## config.mk

```make
export PLATFORM = sky130hd
export DESIGN_NAME = speech_text_sanitizer
export DESIGN_NICKNAME = d
export VERILOG_FILES = /design/src/sv/sts_pkg.sv /design/src/sv/sts_ctrl.sv /design/src/sv/sts_dp.sv /design/src/sv/speech_text_sanitizer.sv
export VERILOG_INCLUDE_DIRS = /design/src /design/src/sv
export SDC_FILE = /design/constraint.sdc
export NUM_CORES = 1
export LEC_CHECK = 0
export BUFFER_PORTS_ARGS = -buffer_cell sky130_fd_sc_hd__buf_4
export CAP_MARGIN = 5
export CORE_MARGIN = 4
export CORE_UTILIZATION = 35
export DETAILED_ROUTE_END_ITERATION = 8
export PLACE_DENSITY = 0.6
export SETUP_SLACK_MARGIN = 0.02
export SYNTH_ARGS = -nofsm -noshare
export SYNTH_HDL_FRONTEND = slang
export SYNTH_HIERARCHICAL = 1
export SYNTH_SLANG_ARGS = --single-unit
```

## constraint.sdc

```tcl
create_clock -name clk_i -period 4 [get_ports clk_i]
set_input_delay 0.8 -clock clk_i [delete_from_list [all_inputs] [get_ports clk_i]]
set_output_delay 0.8 -clock clk_i [all_outputs]
set_load 0.03 [all_outputs]
```

## src/sv/speech_text_sanitizer_assert.svh

```systemverilog
// Assertion macros shared by the sanitizer modules
`ifndef SPEECH_TEXT_SANITIZER_ASSERT_SVH
`define SPEECH_TEXT_SANITIZER_ASSERT_SVH

// Check that cons holds in the same cycle as ante
`define STS_ASSERT_SAME(lbl, ante, cons, msg) \
  lbl: assert property (@(posedge clk_i) disable iff (!rst_ni) (ante) |-> (cons)) \
    else $error(msg);

// Check that cons holds in the cycle after ante
`define STS_ASSERT_NEXT(lbl, ante, cons, msg) \
  lbl: assert property (@(posedge clk_i) disable iff (!rst_ni) (ante) |=> (cons)) \
    else $error(msg);

`endif

```

## src/sv/sts_pkg.sv

```systemverilog
// Shared types, constants and word tables of the speech text sanitizer
`timescale 1ns / 1ps
package sts_pkg;

  localparam int PENDING_DEPTH_DEF = 16;
  localparam int PEND_MAX          = 16;

  localparam logic [7:0] CH_TAB   = 8'h09;
  localparam logic [7:0] CH_NL    = 8'h0A;
  localparam logic [7:0] CH_SPACE = 8'h20;
  localparam logic [7:0] CH_COMMA = 8'h2C;
  localparam logic [7:0] CH_TERM  = 8'h00;

  localparam logic [7:0] LEAD_2   = 8'hC2;
  localparam logic [7:0] POUND_2  = 8'hA3;
  localparam logic [7:0] CENT_2   = 8'hA2;
  localparam logic [7:0] YEN_2    = 8'hA5;
  localparam logic [7:0] LEAD_3   = 8'hE2;
  localparam logic [7:0] EURO_2   = 8'h82;
  localparam logic [7:0] EURO_3   = 8'hAC;
  localparam logic [7:0] DASH_2   = 8'h80;
  localparam logic [7:0] EM_3     = 8'h94;
  localparam logic [7:0] EN_3     = 8'h93;
  localparam logic [7:0] LEN3_MIN = 8'hE0;
  localparam logic [7:0] LEN4_MIN = 8'hF0;

  typedef enum logic [2:0] {
    ACT_NONE,
    ACT_EMIT,
    ACT_WORD,
    ACT_PUSH,
    ACT_CLAUSE
  } act_e;

  typedef enum logic [1:0] {
    WORD_POUND,
    WORD_CENT,
    WORD_YEN,
    WORD_EURO
  } word_e;

  typedef enum logic [1:0] {
    SKIP_NONE,
    SKIP_PUNCT,
    SKIP_BLANK
  } skip_e;

  typedef enum logic [2:0] {
    ST_IDLE,
    ST_DECODE,
    ST_FLUSH,
    ST_CHAR,
    ST_PUSH,
    ST_NEXT,
    ST_EFLUSH,
    ST_TERM
  } state_e;

  typedef struct packed {
    logic load_in;
    logic decode;
    logic flush_step;
    logic char_step;
    logic push;
    logic capture;
    logic replay_load;
    logic term;
  } ctrl_cmd_t;

  typedef struct packed {
    act_e dec_act;
    act_e act;
    logic pend_nz;
    logic pend_full;
    logic flush_last;
    logic char_last;
    logic emitted;
    logic held_nz;
    logic replay_left;
    logic end_text;
    logic out_free;
  } dp_stat_t;

  // Letter p of a currency word
  function automatic logic [7:0] word_char(word_e w, logic [2:0] p);
    logic [7:0] c;
    c = CH_SPACE;
    case (w)
      WORD_POUND: begin
        case (p)
          3'd0: c = "p";
          3'd1: c = "o";
          3'd2: c = "u";
          3'd3: c = "n";
          default: c = "d";
        endcase
      end
      WORD_CENT: begin
        case (p)
          3'd0: c = "c";
          3'd1: c = "e";
          3'd2: c = "n";
          default: c = "t";
        endcase
      end
      WORD_YEN: begin
        case (p)
          3'd0: c = "y";
          3'd1: c = "e";
          default: c = "n";
        endcase
      end
      default: begin
        case (p)
          3'd0: c = "e";
          3'd1: c = "u";
          3'd2: c = "r";
          default: c = "o";
        endcase
      end
    endcase
    return c;
  endfunction

  // Index of the final letter of a currency word
  function automatic logic [2:0] word_last(word_e w);
    logic [2:0] n;
    case (w)
      WORD_POUND: n = 3'd4;
      WORD_CENT:  n = 3'd3;
      WORD_YEN:   n = 3'd2;
      default:    n = 3'd3;
    endcase
    return n;
  endfunction

endpackage

```

## src/sv/sts_ctrl.sv

```systemverilog
// Sequencer of the speech text sanitizer
`timescale 1ns / 1ps
module sts_ctrl (
  input  logic             clk_i,
  input  logic             rst_ni,
  input  logic             in_valid_i,
  output logic             in_stall_o,
  input  sts_pkg::dp_stat_t stat_i,
  output sts_pkg::ctrl_cmd_t cmd_o
);
  import sts_pkg::*;

  state_e state_q, state_d;

  // Hold the sequencer state
  always_ff @(posedge clk_i or negedge rst_ni) begin
    if (!rst_ni) begin
      state_q <= ST_IDLE;
    end else begin
      state_q <= state_d;
    end
  end

  assign in_stall_o = (state_q != ST_IDLE);

  // Advance through decode, flush, output and replay steps
  always_comb begin
    state_d = state_q;
    cmd_o   = '0;
    case (state_q)
      ST_IDLE: begin
        if (in_valid_i) begin
          cmd_o.load_in = 1'b1;
          state_d       = ST_DECODE;
        end
      end
      ST_DECODE: begin
        cmd_o.decode = 1'b1;
        case (stat_i.dec_act)
          ACT_EMIT, ACT_WORD: state_d = stat_i.pend_nz ? ST_FLUSH : ST_CHAR;
          ACT_PUSH:           state_d = stat_i.pend_full ? ST_FLUSH : ST_PUSH;
          ACT_CLAUSE:         state_d = stat_i.emitted ? ST_CHAR : ST_PUSH;
          default:            state_d = ST_NEXT;
        endcase
      end
      ST_FLUSH: begin
        if (stat_i.out_free) begin
          cmd_o.flush_step = 1'b1;
          if (stat_i.flush_last) begin
            state_d = (stat_i.act == ACT_PUSH) ? ST_PUSH : ST_CHAR;
          end
        end
      end
      ST_CHAR: begin
        if (stat_i.out_free) begin
          cmd_o.char_step = 1'b1;
          if (stat_i.char_last) begin
            state_d = (stat_i.act == ACT_CLAUSE) ? ST_PUSH : ST_NEXT;
          end
        end
      end
      ST_PUSH: begin
        cmd_o.push = 1'b1;
        state_d    = ST_NEXT;
      end
      ST_NEXT: begin
        if (!stat_i.end_text) begin
          state_d = ST_IDLE;
        end else if (stat_i.replay_left) begin
          cmd_o.replay_load = 1'b1;
          state_d           = ST_DECODE;
        end else if (stat_i.held_nz) begin
          cmd_o.capture = 1'b1;
        end else if (stat_i.pend_nz) begin
          state_d = ST_EFLUSH;
        end else begin
          state_d = ST_TERM;
        end
      end
      ST_EFLUSH: begin
        if (stat_i.out_free) begin
          cmd_o.flush_step = 1'b1;
          if (stat_i.flush_last) begin
            state_d = ST_TERM;
          end
        end
      end
      ST_TERM: begin
        if (stat_i.out_free) begin
          cmd_o.term = 1'b1;
          state_d    = ST_IDLE;
        end
      end
      default: state_d = ST_IDLE;
    endcase
  end

`include "speech_text_sanitizer_assert.svh"
  `STS_ASSERT_SAME(a_accept_idle, in_valid_i && !in_stall_o, cmd_o.load_in, "accept missed")
  `STS_ASSERT_NEXT(a_load_decode, cmd_o.load_in, state_q == ST_DECODE, "no decode after load")
  `STS_ASSERT_NEXT(a_term_idle, cmd_o.term, state_q == ST_IDLE, "no idle after terminator")

endmodule

```

## src/sv/sts_dp.sv

```systemverilog
// Datapath of the speech text sanitizer: byte decode, blank store, output word
`timescale 1ns / 1ps
module sts_dp #(
  parameter int PENDING_DEPTH = sts_pkg::PENDING_DEPTH_DEF
) (
  input  logic              clk_i,
  input  logic              rst_ni,
  input  logic [7:0]        text_byte_i,
  input  logic              end_of_text_i,
  input  sts_pkg::ctrl_cmd_t cmd_i,
  output sts_pkg::dp_stat_t stat_o,
  output logic              out_valid_o,
  input  logic              out_stall_i,
  output logic [7:0]        out_byte_o,
  output logic              last_o
);
  import sts_pkg::*;

  localparam int DEPTH_EFF = (PENDING_DEPTH > PEND_MAX) ? PEND_MAX :
                             ((PENDING_DEPTH < 1) ? 1 : PENDING_DEPTH);
  localparam logic [4:0] DEPTH_EFF_W = 5'(DEPTH_EFF);

  // Control state
  logic [4:0]  pend_cnt_q;
  logic [15:0] pend_tab_q;
  logic        emitted_q;
  skip_e       skip_q;
  logic [1:0]  held_cnt_q;
  logic [2:0]  seq_len_q;
  logic        end_q;
  logic [1:0]  rcnt_q, rpos_q;
  logic [3:0]  fidx_q;
  logic [2:0]  wpos_q;
  logic        out_valid_q;

  // Payload
  logic [7:0]  cur_q;
  logic [7:0]  held_q [3];
  logic [7:0]  rb_q [2];
  act_e        act_q;
  logic [7:0]  char_q;
  word_e       word_q;
  logic        tab_q;
  logic [7:0]  out_byte_q;
  logic        last_q;

  // Decode results
  act_e        dec_act;
  logic [7:0]  dec_char;
  word_e       dec_word;
  logic        dec_tab;
  skip_e       dec_skip;
  logic [1:0]  dec_held_cnt;
  logic [2:0]  dec_seq_len;
  logic        dec_hold_wr;
  logic        dec_lead_wr;
  logic        b_blank, b_punct, b_pass, b_clause, b_alnum;
  logic        out_free, fire;
  logic [7:0]  fire_byte;
  logic        fire_last;
  logic        flush_last, char_last;

  // Classify the current byte
  always_comb begin
    b_blank  = (cur_q == CH_SPACE) || (cur_q == CH_TAB);
    b_punct  = (cur_q == ".") || (cur_q == ",") || (cur_q == "!") || (cur_q == "?") ||
               (cur_q == ";") || (cur_q == ":");
    b_alnum  = ((cur_q >= "A") && (cur_q <= "Z")) || ((cur_q >= "a") && (cur_q <= "z")) ||
               ((cur_q >= "0") && (cur_q <= "9"));
    b_pass   = b_alnum || (cur_q == CH_NL) || (cur_q == ".") || (cur_q == ",") ||
               (cur_q == "!") || (cur_q == "?") || (cur_q == "$") || (cur_q == "'");
    b_clause = (cur_q == ";") || (cur_q == ":") || (cur_q == "(") || (cur_q == ")") ||
               (cur_q == "[") || (cur_q == "]") || (cur_q == "{") || (cur_q == "}");
  end

  // Work out the action of the current byte and its effect on sequence state
  always_comb begin
    dec_act      = ACT_NONE;
    dec_char     = cur_q;
    dec_word     = WORD_POUND;
    dec_tab      = 1'b0;
    dec_skip     = skip_q;
    dec_held_cnt = held_cnt_q;
    dec_seq_len  = seq_len_q;
    dec_hold_wr  = 1'b0;
    dec_lead_wr  = 1'b0;
    if (held_cnt_q != 2'd0) begin
      if ((({1'b0, held_cnt_q} + 3'd1) >= seq_len_q) || (held_cnt_q == 2'd3)) begin
        dec_held_cnt = 2'd0;
        dec_act      = ACT_PUSH;
        if ((held_cnt_q == 2'd1) && (held_q[0] == LEAD_2)) begin
          if (cur_q == POUND_2) begin
            dec_act  = ACT_WORD;
            dec_word = WORD_POUND;
          end else if (cur_q == CENT_2) begin
            dec_act  = ACT_WORD;
            dec_word = WORD_CENT;
          end else if (cur_q == YEN_2) begin
            dec_act  = ACT_WORD;
            dec_word = WORD_YEN;
          end
        end else if ((held_cnt_q == 2'd2) && (held_q[0] == LEAD_3)) begin
          if ((held_q[1] == EURO_2) && (cur_q == EURO_3)) begin
            dec_act  = ACT_WORD;
            dec_word = WORD_EURO;
          end else if ((held_q[1] == DASH_2) && ((cur_q == EM_3) || (cur_q == EN_3))) begin
            dec_act = ACT_CLAUSE;
          end
        end
      end else begin
        dec_hold_wr  = 1'b1;
        dec_held_cnt = held_cnt_q + 2'd1;
      end
    end else if ((skip_q == SKIP_PUNCT) && b_punct) begin
      dec_act = ACT_NONE;
    end else if ((skip_q == SKIP_PUNCT) && b_blank) begin
      dec_skip = SKIP_BLANK;
    end else if ((skip_q == SKIP_BLANK) && b_blank) begin
      dec_act = ACT_NONE;
    end else begin
      dec_skip = SKIP_NONE;
      if (!cur_q[7]) begin
        if (b_pass) begin
          dec_act = ACT_EMIT;
        end else if (b_blank) begin
          dec_act = ACT_PUSH;
          dec_tab = (cur_q == CH_TAB);
        end else if (b_clause) begin
          dec_act = ACT_CLAUSE;
        end else begin
          dec_act = ACT_PUSH;
        end
      end else begin
        dec_lead_wr  = 1'b1;
        dec_held_cnt = 2'd1;
        dec_seq_len  = (cur_q < LEN3_MIN) ? 3'd2 : ((cur_q < LEN4_MIN) ? 3'd3 : 3'd4);
      end
    end
    if (dec_act == ACT_CLAUSE) begin
      dec_char = CH_COMMA;
      dec_skip = SKIP_PUNCT;
    end
  end

  // Select the outgoing byte
  assign out_free   = !out_valid_q || !out_stall_i;
  assign flush_last = (({1'b0, fidx_q} + 5'd1) == pend_cnt_q);
  assign char_last  = (act_q != ACT_WORD) || (wpos_q == word_last(word_q));
  assign fire       = cmd_i.flush_step || cmd_i.char_step || cmd_i.term;

  always_comb begin
    fire_last = 1'b0;
    if (cmd_i.flush_step) begin
      fire_byte = pend_tab_q[fidx_q] ? CH_TAB : CH_SPACE;
    end else if (cmd_i.char_step) begin
      fire_byte = (act_q == ACT_WORD) ? word_char(word_q, wpos_q) : char_q;
    end else begin
      fire_byte = CH_TERM;
      fire_last = 1'b1;
    end
  end

  // Control registers
  always_ff @(posedge clk_i or negedge rst_ni) begin
    if (!rst_ni) begin
      pend_cnt_q  <= '0;
      pend_tab_q  <= '0;
      emitted_q   <= 1'b0;
      skip_q      <= SKIP_NONE;
      held_cnt_q  <= '0;
      seq_len_q   <= '0;
      end_q       <= 1'b0;
      rcnt_q      <= '0;
      rpos_q      <= '0;
      fidx_q      <= '0;
      wpos_q      <= '0;
      out_valid_q <= 1'b0;
    end else begin
      if (cmd_i.load_in) begin
        end_q <= end_of_text_i;
      end
      if (cmd_i.decode) begin
        skip_q     <= dec_skip;
        held_cnt_q <= dec_held_cnt;
        seq_len_q  <= dec_seq_len;
        wpos_q     <= '0;
        if (dec_act == ACT_CLAUSE) begin
          pend_cnt_q <= '0;
          pend_tab_q <= '0;
        end
      end
      // Drain held blanks one per cycle while the output is free
      if (cmd_i.flush_step) begin
        emitted_q <= 1'b1;
        if (flush_last) begin
          fidx_q     <= '0;
          pend_cnt_q <= '0;
          pend_tab_q <= '0;
        end else begin
          fidx_q <= fidx_q + 4'd1;
        end
      end
      if (cmd_i.char_step) begin
        emitted_q <= 1'b1;
        wpos_q    <= wpos_q + 3'd1;
      end
      // Append one blank to the tail
      if (cmd_i.push) begin
        pend_tab_q[pend_cnt_q[3:0]] <= tab_q;
        pend_cnt_q                  <= pend_cnt_q + 5'd1;
      end
      // Take the bytes after the dropped lead byte for replay
      if (cmd_i.capture) begin
        rcnt_q     <= held_cnt_q - 2'd1;
        rpos_q     <= '0;
        held_cnt_q <= '0;
      end
      if (cmd_i.replay_load) begin
        rpos_q <= rpos_q + 2'd1;
      end
      if (cmd_i.term) begin
        pend_cnt_q <= '0;
        pend_tab_q <= '0;
        emitted_q  <= 1'b0;
        skip_q     <= SKIP_NONE;
        held_cnt_q <= '0;
        seq_len_q  <= '0;
        end_q      <= 1'b0;
        rcnt_q     <= '0;
        rpos_q     <= '0;
      end
      if (fire) begin
        out_valid_q <= 1'b1;
      end else if (!out_stall_i) begin
        out_valid_q <= 1'b0;
      end
    end
  end

  // Payload registers
  always_ff @(posedge clk_i) begin
    if (cmd_i.load_in) begin
      cur_q <= text_byte_i;
    end else if (cmd_i.replay_load) begin
      cur_q <= rb_q[rpos_q[0]];
    end
    if (cmd_i.decode) begin
      act_q  <= dec_act;
      char_q <= dec_char;
      word_q <= dec_word;
      tab_q  <= dec_tab;
      if (dec_lead_wr) begin
        held_q[0] <= cur_q;
      end
      if (dec_hold_wr) begin
        held_q[held_cnt_q] <= cur_q;
      end
    end else if (cmd_i.capture) begin
      tab_q <= 1'b0;
    end
    if (cmd_i.capture) begin
      rb_q[0] <= held_q[1];
      rb_q[1] <= held_q[2];
    end
    if (fire) begin
      out_byte_q <= fire_byte;
      last_q     <= fire_last;
    end
  end

  assign out_valid_o = out_valid_q;
  assign out_byte_o  = out_byte_q;
  assign last_o      = last_q;

  always_comb begin
    stat_o             = '0;
    stat_o.dec_act     = dec_act;
    stat_o.act         = act_q;
    stat_o.pend_nz     = (pend_cnt_q != 5'd0);
    stat_o.pend_full   = (pend_cnt_q >= DEPTH_EFF_W);
    stat_o.flush_last  = flush_last;
    stat_o.char_last   = char_last;
    stat_o.emitted     = emitted_q;
    stat_o.held_nz     = (held_cnt_q != 2'd0);
    stat_o.replay_left = (rpos_q != rcnt_q);
    stat_o.end_text    = end_q;
    stat_o.out_free    = out_free;
  end

`include "speech_text_sanitizer_assert.svh"
  `STS_ASSERT_SAME(a_pend_bound, 1'b1, pend_cnt_q <= DEPTH_EFF_W, "blank store overrun")
  `STS_ASSERT_NEXT(a_term_clear, cmd_i.term,
    (pend_cnt_q == 5'd0) && (held_cnt_q == 2'd0) && !emitted_q, "state not cleared")
  `STS_ASSERT_SAME(a_last_zero, out_valid_q && last_q, out_byte_q == CH_TERM,
    "last word not terminator")
  `STS_ASSERT_NEXT(a_push_nz, cmd_i.push, pend_cnt_q != 5'd0, "push lost")

endmodule

```

## src/sv/speech_text_sanitizer.sv

```systemverilog
// Top level of the speech text sanitizer
`timescale 1ns / 1ps
// Cleans a text for a speech engine, one input byte per word, and returns the
// cleaned bytes, ending each text with a zero byte flagged by last_o. A byte
// is decoded and handed off before the next is accepted, and each output byte
// it releases and each blank it stores takes its own step, since the single
// output register sends one byte per cycle while out_stall_i is low. At the end
// of a text, each dropped lead byte has the bytes after it replayed, then the
// held blanks and the terminator are sent.
// The input is stalled while a byte is being worked on, but the next byte is
// taken while the last result still waits at the output.
module speech_text_sanitizer #(
  parameter int PENDING_DEPTH = sts_pkg::PENDING_DEPTH_DEF
) (
  input  logic       clk_i,
  input  logic       rst_ni,
  input  logic       in_valid_i,
  output logic       in_stall_o,
  input  logic [7:0] text_byte_i,
  input  logic       end_of_text_i,
  output logic       out_valid_o,
  input  logic       out_stall_i,
  output logic [7:0] out_byte_o,
  output logic       last_o
);
  import sts_pkg::*;

  ctrl_cmd_t cmd;
  dp_stat_t  stat;

  sts_ctrl u_ctrl (
    .clk_i      (clk_i),
    .rst_ni     (rst_ni),
    .in_valid_i (in_valid_i),
    .in_stall_o (in_stall_o),
    .stat_i     (stat),
    .cmd_o      (cmd)
  );

  sts_dp #(
    .PENDING_DEPTH (PENDING_DEPTH)
  ) u_dp (
    .clk_i         (clk_i),
    .rst_ni        (rst_ni),
    .text_byte_i   (text_byte_i),
    .end_of_text_i (end_of_text_i),
    .cmd_i         (cmd),
    .stat_o        (stat),
    .out_valid_o   (out_valid_o),
    .out_stall_i   (out_stall_i),
    .out_byte_o    (out_byte_o),
    .last_o        (last_o)
  );

endmodule

```

# After elaboration in Yosys (flattened, before gate mapping)
# Memories as Yosys holds them, arrays and structs flattened.
# Index checks and enable logic that the tools add are counted.
dict set report totals {
  elab_cells 335
  ramBits 40
  n_memories 2
  out_inout_bits 11
  register_bits 76
  inputBits 13
}
# name words width rd rd_clocked_by_memory_dff write_ports line
set memory_table {}
lappend memory_table {u_dp.held_q 3 8 3 0 1 sts_dp.sv:38} ;# logic [7:0] held_q [3];
lappend memory_table {u_dp.rb_q 2 8 1 0 2 sts_dp.sv:39} ;# logic [7:0] rb_q [2];
dict set report classes {
  eq_ne 75
  n_lt_le_gt_ge 13
  addsub 8
  n_reduce_logical 66
  n_mux 151
}
# operator n
set op_table {}
lappend op_table {{$mux W3} 40}
lappend op_table {{$mux W16} 6}
lappend op_table {{$eq A8 B6 Y1 const B} 11}
lappend op_table {{$eq A8 B8 Y1 const B} 10}
lappend op_table {{$mux W2} 30}
lappend op_table {{$mux W1} 50}
lappend op_table {{$mux W8} 6}
lappend op_table {{$eq A8 B7 Y1 const B} 4}
lappend op_table {{$mux W5} 6}
lappend op_table {{$pmux W5 S3} 2}
lappend op_table {{$logic_or A1 B1 Y1} 28}
lappend op_table {{$eq A3 B2 Y1 const B} 8}
lappend op_table {{$ne A2 B1 Y1 const B} 12}
lappend op_table {{$pmux W3 S8} 1}
lappend op_table {{$pmux W8 S3} 1}
lappend op_table {{$pmux W5 S4} 1}
lappend op_table {{$eq A3 B3 Y1 const B} 6}
lappend op_table {{$bwmux W16} 1}
lappend op_table {{$eq A8 B4 Y1 const B} 2}
lappend op_table {{$ge A8 B7 Y1 const B} 2}
lappend op_table {{$le A8 B7 Y1 const B} 2}
lappend op_table {{$lt A8 B8 Y1 const B} 2}
lappend op_table {{$reduce_bool A2 Y1} 8}
lappend op_table {{$ne A4 B3 Y1 const B} 3}
lappend op_table {{45 further kinds} 71}

# Depth between registers and ports, before layout
dict set report logic_depth {
  depth_word 25
  ltp_mapped 12
  depth_no_buf 12
}

# Hierarchy
# The synthesis kept the hierarchy.
# module cells_per_inst area_each_um2 n_inst seq_area_each_um2
set modules_own_cells {}
lappend modules_own_cells {sts_dp 510 5803.1 1 3183.1}
lappend modules_own_cells {sts_ctrl 62 454.2 1 75.1}

# Worst setup path before layout
# No wires, ideal clock.
dict set report synth_timing {
  path_kind {reg-to-reg}
  startpoint {register u_dp.cur_q[6]}
  endpoint {register u_ctrl.state_q[0]}
  t_required_ns 3.873
  setup_ns 0.127
  t_arrival_ns 3.027
  path_stages_with_launch 11
  n_path_buf 1
  setup_slack_ns 0.845
  cell_sequence {edfxtp_1 -> buf_6 -> or3b_1 -> or4_1 -> or4_4 -> o32a_4 -> inv_1 -> nor4b_1 -> a2111oi_1 -> a211o_1 -> mux2_1}
}
# item line
set synth_lines {}
lappend synth_lines {{start, declared} sts_dp.sv:37} ;# logic [7:0] cur_q;
lappend synth_lines {{start signal, assigned} sts_dp.sv:243} ;# cur_q <= text_byte_i;
lappend synth_lines {{start signal, assigned} sts_dp.sv:245} ;# cur_q <= rb_q[rpos_q[0]];
lappend synth_lines {{end signal, assigned} sts_ctrl.sv:20} ;# state_q <= state_d;
lappend synth_lines {{end, declared} sts_ctrl.sv:13} ;# state_e state_q, state_d;

==> flow_summary.toml <==
[critical_path]
crit_path_start_kind = "flop"
cp-end-kind = "flop"
critPathRequiredTime_ps = 4290
crit_fanout = 8
critPathArrivalTime_ps = 3790
critPathKind = "flop to flop"
reg2regPathDepth = 12

[global_route]
overflow = 0
grt_pass1_wl_mm = 23.4
grt_max_degree = 46
grt_pass1_vias = 4355
grtUsageTotal = 0.148
antenna_found_initial = 0

[synth]
yosysUniqueCellTypes = 74
netlist_top_cells_count = "71 x edfxtp_1, 45 x dfrtp_1, 45 x o21ai_0"
synth_seq_area_share = 0.521
ys.flop_type = "edfxtp_1"
synth_fp_nets = 602
yosysTopAreaCellShare = 0.341
synth_edf_count = 71
synth.largest_area_cell = "edfxtp_1"
netlist_instances = 572
avgSynthCellArea_sq_um = 10.9
synthTopCellsByArea = "edfxtp_1 34%, dfrtp_1 18%, o21ai_0 3.6%"
synth-async-reset-ratio = 0.388
synth_most_common_cell = "edfxtp_1"
yosysWarnings = 6
ys_ff_latch = 116
syn_area_sq_um = 6260

[routing]
viasPerCell = 5.58
post_drt_wl_per_cell_um = 17.4
drtIter0Drc = 540
drc = 0
drt_pass1_iterations = 7
routed_wl_mm = 14.4
ant_nets = 0
via_count = 4612

[final_layout]
final_net_count = 619
drive_above_1_share = 0.150
antenna_cells = 0
area_growth_pct = 14.9
post-route-util = 0.413
final_design_area_no_fill_sq_um = 7190
num-fill-cells = 1656

[clock_tree]
cts_setup_buffers = 0
clk_path_buf_depth = 2
cts_tree = "done"
cts_root_buf = "clkbuf_16"
clk_pin_slew_worst_paths_ps = 50
cts_buffers = 17
cts_hold_buf = 0
worst_skew_pair.late_latency_ps = 420
htreeDepth = 4
clkSinkCount = 116
ctsResizeCount = 0

[timing]
slew-limit-headroom = 0.329
tns_ps = 0
worstMarginPinSlew_ps = 1010
rsz0062_at_grt = "no"
drv_slew = 0
setup_violations = 0
finalCriticalPeriod_ps = 3500
clock_skew_ps = 12.2
final_hold_viol_count = 0
max_freq_ghz = 0.286
period_share = 0.874

[hold_path]
hold_class = "input pin to asynchronous set/reset pin"

[placed_design]
hpwl_mm = 9.88
gp_routability_congestion = 0.896
placed_area_sq_um = 6640
port_buffers = 23

[floorplanning]
die_w_um = 142
fp.coreArea_sq_um = 17400
ios = 24
dieHeight_um = 142
start_util = 0.359
design.die.area_sq_um = 20100
rows = 48

[power]
report.power.total_uw = 2870
p_leak_uw = 0.00261
peakVddDrop_uv = 288
p_per_area_nw_per_um2 = 399

[run_status]
status = "finished, final reports clean"

[run]
max_cap_viol_count = 0
==> area by class of cell <==
cell class	instances	area, sq um	share of cell area
repair buffers	37	278	0.0386
inverters	23	86.3	0.0120
well taps	225	282	0.0392
multi-input cells	394	2730	0.380
clock buffers	24	504	0.0701
flip-flops and latches	116	3260	0.453
clock inverters	8	48.8	0.00679
==> registers in the layout, indices dropped and copies added (netlist names), 2 cells and up <==
register,cells
u_dp/pend_cnt_q,5
u_dp/pend_tab_q,16
u_dp/rb_q,16
u_dp/held_cnt_q,2
u_dp/rcnt_q,2
u_ctrl/state_q,3
u_dp/wpos_q,3
u_dp/act_q,3
u_dp/rpos_q,2
u_dp/skip_q,2
u_dp/word_q,2
u_dp/out_byte_o,8
u_dp/seq_len_q,3
u_dp/held_q,24
u_dp/fidx_q,4
u_dp/cur_q,8
u_dp/char_q,8
==> cells in the final DEF, fill, tap and decap left out, types with 12 or more instances in the layout <==
master      n
inv_1      23
a21oi_1    18
edfxtp_1   71
nor3_1     12
nand2b_1   20
buf_4      37
mux2i_1    16
dfrtp_1    45
nor2_1     35
o21ai_0    45
ha_1       17
clkbuf_16  19
o32ai_1    18
nand2_1    43
==> routing by layer <==
| metal | wire, um | track usage | vias to the layer above |
|---|---|---|---|
| met5 | 0 | 0 | - |
| met4 | 155 | 0.0434 | 0 |
| met3 | 816 | 0.0458 | 15 |
| met2 | 6570 | 0.220 | 164 |
| met1 | 6810 | 0.208 | 2237 |
| li1 | - | - | 2196 |
==> path summary, 6_finish.rpt <==
kind | startpoint | end | slack [ps]
max | u_dp/held_cnt_q[0]$_DFFE_PN0P_ | u_ctrl/state_q[0]$_DFFE_PN0P_ | 500
min | rst_ni | u_dp/fidx_q[0]$_DFFE_PN0P_ | 400
max reg2reg | u_dp/held_cnt_q[0]$_DFFE_PN0P_ | u_ctrl/state_q[0]$_DFFE_PN0P_ | 500
min reg2reg | u_dp/held_q[2][7]$_DFFE_PP_ | u_dp/rb_q[1][7]$_DFFE_PP_ | 420
max in group asynchronous | rst_ni | u_dp/held_cnt_q[0]$_DFFE_PN0P_ | 3200
min in group clk_i | u_dp/held_q[2][7]$_DFFE_PP_ | u_dp/rb_q[1][7]$_DFFE_PP_ | 420
==> power by group <==
| part | internal [uW] | total, uW | switching, uW |
|---|---|---|---|
| clock | 877 | 1400 | 518 |
| sequential | 1290 | 1330 | 41.7 |
| combinational | 72.3 | 145 | 72.9 |
==> per-stage QoR <==
stage / instances / worst slack, ps / hold WS, ps
global placement: 795 / 721 / 402
floorplan: 572 / 845 / 400
detailed placement: 795 / 525 / 405
finish: 827 / 504 / 396
CTS: 827 / 515 / 402
global route: 827 / 179 / 436
==> logic make-up (layout without fill, tap and decap cells) <==
group,Yosys count,in the layout,synth area share
adders and majority gates,18,18,0.0358
and+or+nand+nor,204,204,0.185
DFF,116,116,0.521
AOI/OAI and AO/OA,141,141,0.157
muxes,23,23,0.0472
xor gates and xnor gates,8,8,0.0112
buffers and inverters,62,92,0.0424
==> critical path: stages (launching register included) <==
cell       delay (ps)
dfrtp_1           450
inv_1             140
ha_1              370
ha_1              300
nand2_1            40
o21ai_0           380
nand2_1           230
o32a_4            460
inv_1             130
nor4b_1           250
a2111oi_1         100
a211o_1           240
mux2_1            280
Power figures use the tool's default switching activity.
